--- src/quaternion_multiply_rotate_defines.svh ---
`ifndef QUATERNION_MULTIPLY_ROTATE_DEFINES_SVH
`define QUATERNION_MULTIPLY_ROTATE_DEFINES_SVH

// same-cycle implication
`define QMR_ASSERT_IMP(label, ante, cons, msg) \
    label: assert property (@(posedge i_clk) disable iff (!i_rst_n) (ante) |-> (cons)) \
        else $error(msg);

// next-cycle implication
`define QMR_ASSERT_NXT(label, ante, cons, msg) \
    label: assert property (@(posedge i_clk) disable iff (!i_rst_n) (ante) |=> (cons)) \
        else $error(msg);

`endif

--- src/qmr_pkg.sv ---
package qmr_pkg;

    localparam int FRAC_BITS = 14;
    localparam int CW        = 16;
    localparam int HW        = 20;
    localparam int MW        = HW;
    localparam int SW        = 2 * MW + 2;
    localparam int RW        = SW / 2;
    localparam int QB        = FRAC_BITS + 1;
    localparam int NW        = MW + FRAC_BITS + 1;
    localparam int PW        = 2 * CW + 2;
    localparam int OQ_DEPTH  = 4;
    localparam int OQ_PW     = $clog2(OQ_DEPTH);
    localparam int OQ_CW     = OQ_PW + 1;

    localparam logic [QB-1:0] ONE_Q = QB'(1) << FRAC_BITS;

    typedef logic signed [CW-1:0] t_c16;
    typedef t_c16 [3:0]           t_q16;
    typedef logic signed [HW-1:0] t_ch;
    typedef t_ch [3:0]            t_qh;

    typedef struct packed {
        logic vld;
        logic kind;
        logic err;
        t_q16 aux;
    } t_side;

    typedef struct packed {
        logic kind;
        t_qh  v;
        t_qh  c;
        t_q16 a;
        t_q16 b;
    } t_job;

    typedef struct packed {
        t_q16 q;
        logic err;
    } t_res;

endpackage

--- src/qmr_front.sv ---
module qmr_front (
    input  logic                i_clk,
    input  logic                i_rst_n,
    input  logic                i_push,
    output logic                o_full,
    input  logic                i_kind,
    input  logic signed [15:0]  i_a_w,
    input  logic signed [15:0]  i_a_x,
    input  logic signed [15:0]  i_a_y,
    input  logic signed [15:0]  i_a_z,
    input  logic signed [15:0]  i_b_w,
    input  logic signed [15:0]  i_b_x,
    input  logic signed [15:0]  i_b_y,
    input  logic signed [15:0]  i_b_z,
    output logic                o_valid,
    input  logic                i_take,
    output qmr_pkg::t_job       o_job
);

    qmr_pkg::t_job n_job;
    qmr_pkg::t_job r_q [2];
    logic          r_wp;
    logic          r_rp;
    logic [1:0]    r_cnt;
    logic          w_in;
    logic          w_out;

    // rotate operands: pure vector from b, conjugate of a
    always_comb begin
        n_job.kind = i_kind;
        n_job.a[0] = i_a_w;
        n_job.a[1] = i_a_x;
        n_job.a[2] = i_a_y;
        n_job.a[3] = i_a_z;
        n_job.b[0] = i_b_w;
        n_job.b[1] = i_b_x;
        n_job.b[2] = i_b_y;
        n_job.b[3] = i_b_z;
        n_job.v[0] = '0;
        n_job.v[1] = qmr_pkg::t_ch'(i_b_x);
        n_job.v[2] = qmr_pkg::t_ch'(i_b_y);
        n_job.v[3] = qmr_pkg::t_ch'(i_b_z);
        n_job.c[0] = qmr_pkg::t_ch'(i_a_w);
        n_job.c[1] = -qmr_pkg::t_ch'(i_a_x);
        n_job.c[2] = -qmr_pkg::t_ch'(i_a_y);
        n_job.c[3] = -qmr_pkg::t_ch'(i_a_z);
    end

    assign o_full  = (r_cnt == 2'd2);
    assign o_valid = (r_cnt != 2'd0);
    assign o_job   = r_q[r_rp];
    assign w_in    = i_push & ~o_full;
    assign w_out   = i_take & o_valid;

    always_ff @(posedge i_clk) begin
        if (!i_rst_n) begin
            r_wp  <= 1'b0;
            r_rp  <= 1'b0;
            r_cnt <= 2'd0;
        end else begin
            if (w_in) begin
                r_q[r_wp] <= n_job;
                r_wp      <= ~r_wp;
            end
            if (w_out) begin
                r_rp <= ~r_rp;
            end
            r_cnt <= r_cnt + {1'b0, w_in} - {1'b0, w_out};
        end
    end

endmodule

--- config.mk ---
export PLATFORM = sky130hd
export DESIGN_NAME = qmr_front
export DESIGN_NICKNAME = d
export VERILOG_FILES = /design/src/quaternion_multiply_rotate_defines.svh /design/src/qmr_pkg.sv /design/src/qmr_front.sv
export SDC_FILE = /design/constraint.sdc
export NUM_CORES = 1
export LEC_CHECK = 0
export ABC_AREA = 1
export BUFFER_PORTS_ARGS = -buffer_cell sky130_fd_sc_hd__buf_2
export CORE_UTILIZATION = 35
export CTS_CLUSTER_SIZE = 30
export DETAILED_ROUTE_END_ITERATION = 16
export GPL_ROUTABILITY_DRIVEN = 0
export PLACE_DENSITY = 0.69
export SYNTH_ARGS = -nofsm -noshare
export SYNTH_HDL_FRONTEND = slang
export SYNTH_SLANG_ARGS = --single-unit
--- constraint.sdc ---
create_clock -name i_clk -period 17.2 [get_ports i_clk]
set_input_delay 1.72 -clock i_clk [delete_from_list [all_inputs] [get_ports i_clk]]
set_output_delay 1.72 -clock i_clk [all_outputs]
set_load 0.01 [all_outputs]
==> reports/metrics.cfg <==
[run_status]
status = completed

[power_and_ir_drop]
power_frac_seq_pct = 44.9
p_int_w = 0.00183
power_leakage_nw = 7.60
power.switching_w = 0.000687
power_frac_clock_pct = 30.6
ir_drop_mv = 0.0983
powerDensity_mw_per_mm2 = 130
p_comb_share_pct = 24.5
swShare_pct = 27.3

[critical_path]
cp.required_ps = 15480
cp_slowest_cell = buf_4
cp_data_arrival_time_ps = 3520
crit_path_frequent_cell = buf_4
worstReg2RegStart = r_cnt[1]
reg2reg_depth = 5
critPathCaptureType = output pin
start_kind = flip-flop
worstSetupEndpoint = o_job[267]
worstPathCellList = buf_4 -> buf_4 -> mux2_4 -> buf_2
criticalPathCategory = reg -> out
crit_fanout = 55
r2r-end = r_q[0][125]
max_stage_delay_ps = 850
r2r_slack_ps = 14120

[placement]
io_buffers = 403
placed_cell_area_mm2 = 0.0181
hpwl_um = 22400

[route]
wl_per_cell_um = 16.4
drt_pre_antenna_iters = 5
vias = 8724
vias_per_cell = 4.46
first_iter_violations = 597
wirelength_um = 32100
drc_errors = 0
ant_nets = 0

[global_route]
grt_max_degree = 73
grt_pass1_vias = 8763
grt_pass1_wl_um = 48300
grt_util_all_layers_pct = 13.2
grt-ovfl-total = 0
antenna_found_initial = 2

[sta]
fmax_mhz = 191
post-route-min-period_ps = 5240
fin_worst_skew_ps = 8.46
fin_crit_sh_pct = 30.5
hold_violations = 0
setup_violations = 0
max_slew_margin_pct = 33.3
tightest_slew_ps = 1000
tns_ps = 0
rsz0062_at_grt = no
slew_viol_final = 0

[clocking]
postCtsSetupRepairBufs = 0
cts_tree = yes
clock_latency_ps = 530
clkTransAtPathRegs_ps = 60
hold_buffers = 0
cts_sinks = 377
numCtsBuffers = 41
cts_resized = 0
cts-root-buf = clkbuf_16
clockBufferDepth = 3
htreeDepth = 2

[finish]
layout_common_cells = buf_2 (403), edfxtp_1 (372), mux2_4 (140), nand2_1 (104), nor2_1 (71)
nets = 1469
nFillCells = 4109
syn_to_final_growth_pct = 19.2
n_antenna_cell = 0
fin_area_mm2 = 0.0193
mostFrequentLayoutCell = buf_2
drive_above_1_share_pct = 48.4

[floorplan]
core_mm2 = 0.0455
core.rowCount = 78
ioPinCount = 424
dieHeight_um = 217
fp.dieArea_mm2 = 0.0471
die_w_um = 217
start_util_pct = 35.6

[yosys]
synth_top_area_share_pct = 69.0
yosys.cell_types.count = 22
ys_seq_elements = 377
syn-cell-area_mm2 = 0.0162
seq_area_frac_synth_pct = 69.6
synth_area_leaders = edfxtp_1 (69%), mux2_4 (13%), buf_4 (4.8%), mux2_2 (3.2%), nand2_1 (2.4%)
synth_top_area_cell = edfxtp_1
yosys_warnings = 0
syn_inst = 980
avgSynthCellArea_um2 = 16.5

[run]
cap_violations = 0

[worst_hold_path]
hold_path_class = reg -> reg
holdPathStages = 2

[cells in the mapped netlist]
master	count
o21ai_0	2
nand3_1	24
nor2_4	1
edfxtp_1	372
dfxtp_1	5
nor2_1	72
xor2_1	6
nor3_1	1
mux2_2	46
buf_4	103
conb_1	1
buf_6	17
nor2_2	2
nand2_1	104
inv_1	50
ha_1	5
xnor2_1	16
a21oi_1	7
or2_2	1
mux2_4	140
o211ai_1	1
buf_2	4
[per-layer routing]
metal / part of all wire (%) / up-vias / GRT usage [%]
met5: 0.081 / - / 0
met1: 41 / 4222 / 15.9
li1: - / 4104 / -
met3: 7.4 / 54 / 4.01
met4: 2.3 / 4 / 4.32
met2: 50 / 340 / 22.7
[worst max-delay path: cells and delay by family, from the launching register on]
| family | cells | cell delay (ps) |
|---|---|---|
| buffers and inverters | 3 | 1710 |
| muxes | 1 | 400 |
| DFF | 1 | 730 |
[final cells by class]
cell class | instances | area (µm²) | share of cell area, %
Sequential cell | 377 | 11300 | 58.4
Timing Repair Buffer | 413 | 2090 | 10.8
Clock inverter | 21 | 108 | 0.558
Tap cell | 600 | 751 | 3.89
Inverter | 50 | 188 | 0.972
Clock buffer | 49 | 1060 | 5.47
Multi-Input combinational cell | 448 | 3830 | 19.9
[kinds of logic (layout without fill, tap and decap cells)]
kind of cell	count (synthesis)	in the layout	share of synthesized area, %
flip-flops	377	377	69.6
adder cells (fa/ha/maj)	5	5	0.386
XOR/XNOR	22	22	1.19
AO/OA/AOI/OAI	10	10	0.325
AND/OR/NAND/NOR	205	205	5.04
buffers and inverters	174	533	7.24
other	1	20	0.0232
multiplexers	186	186	16.2
[per-stage QoR]
step | hold slack [ps] | std cells | worst slack [ps] | util [%] | total power [W]
floorplan | 444 | 999 | 1850 | - | 0.00165
global placement | 452 | 1888 | 12490 | 39.9 | 0.00177
detailed placement | 466 | 1888 | 12480 | 39.9 | 0.00178
CTS | 476 | 1958 | 11880 | 42.4 | 0.00256
global route | 512 | 1958 | 11750 | 42.4 | 0.00263
finish | 489 | 1958 | 11960 | 42.4 | 0.00252
[worst min-delay path by stage]
stage | from | to
2_1_floorplan | r_wp | r_wp
3_3_place_gp | r_wp | r_wp
3_5_place_dp | r_wp | r_wp
4_1_cts | r_wp | r_wp
5_1_grt | r_wp | r_wp
6_report | r_wp | r_wp
[state kept, by name, indices dropped and copies added, names as in the netlist, named ones only]
name   flops
r_cnt      2
r_q      372
r_rp       1
r_wp       1
[power by group through the flow]
stage          sequential [W]  clock, W  combinational, W
2_1_floorplan         0.00116         0          0.000485
3_3_place_gp          0.00115         0          0.000623
3_5_place_dp          0.00115         0          0.000628
4_1_cts               0.00113  0.000799          0.000630
5_1_grt               0.00114  0.000828          0.000665
6_report              0.00113  0.000770          0.000618
No activity file was read; power rests on OpenSTA's default activity.
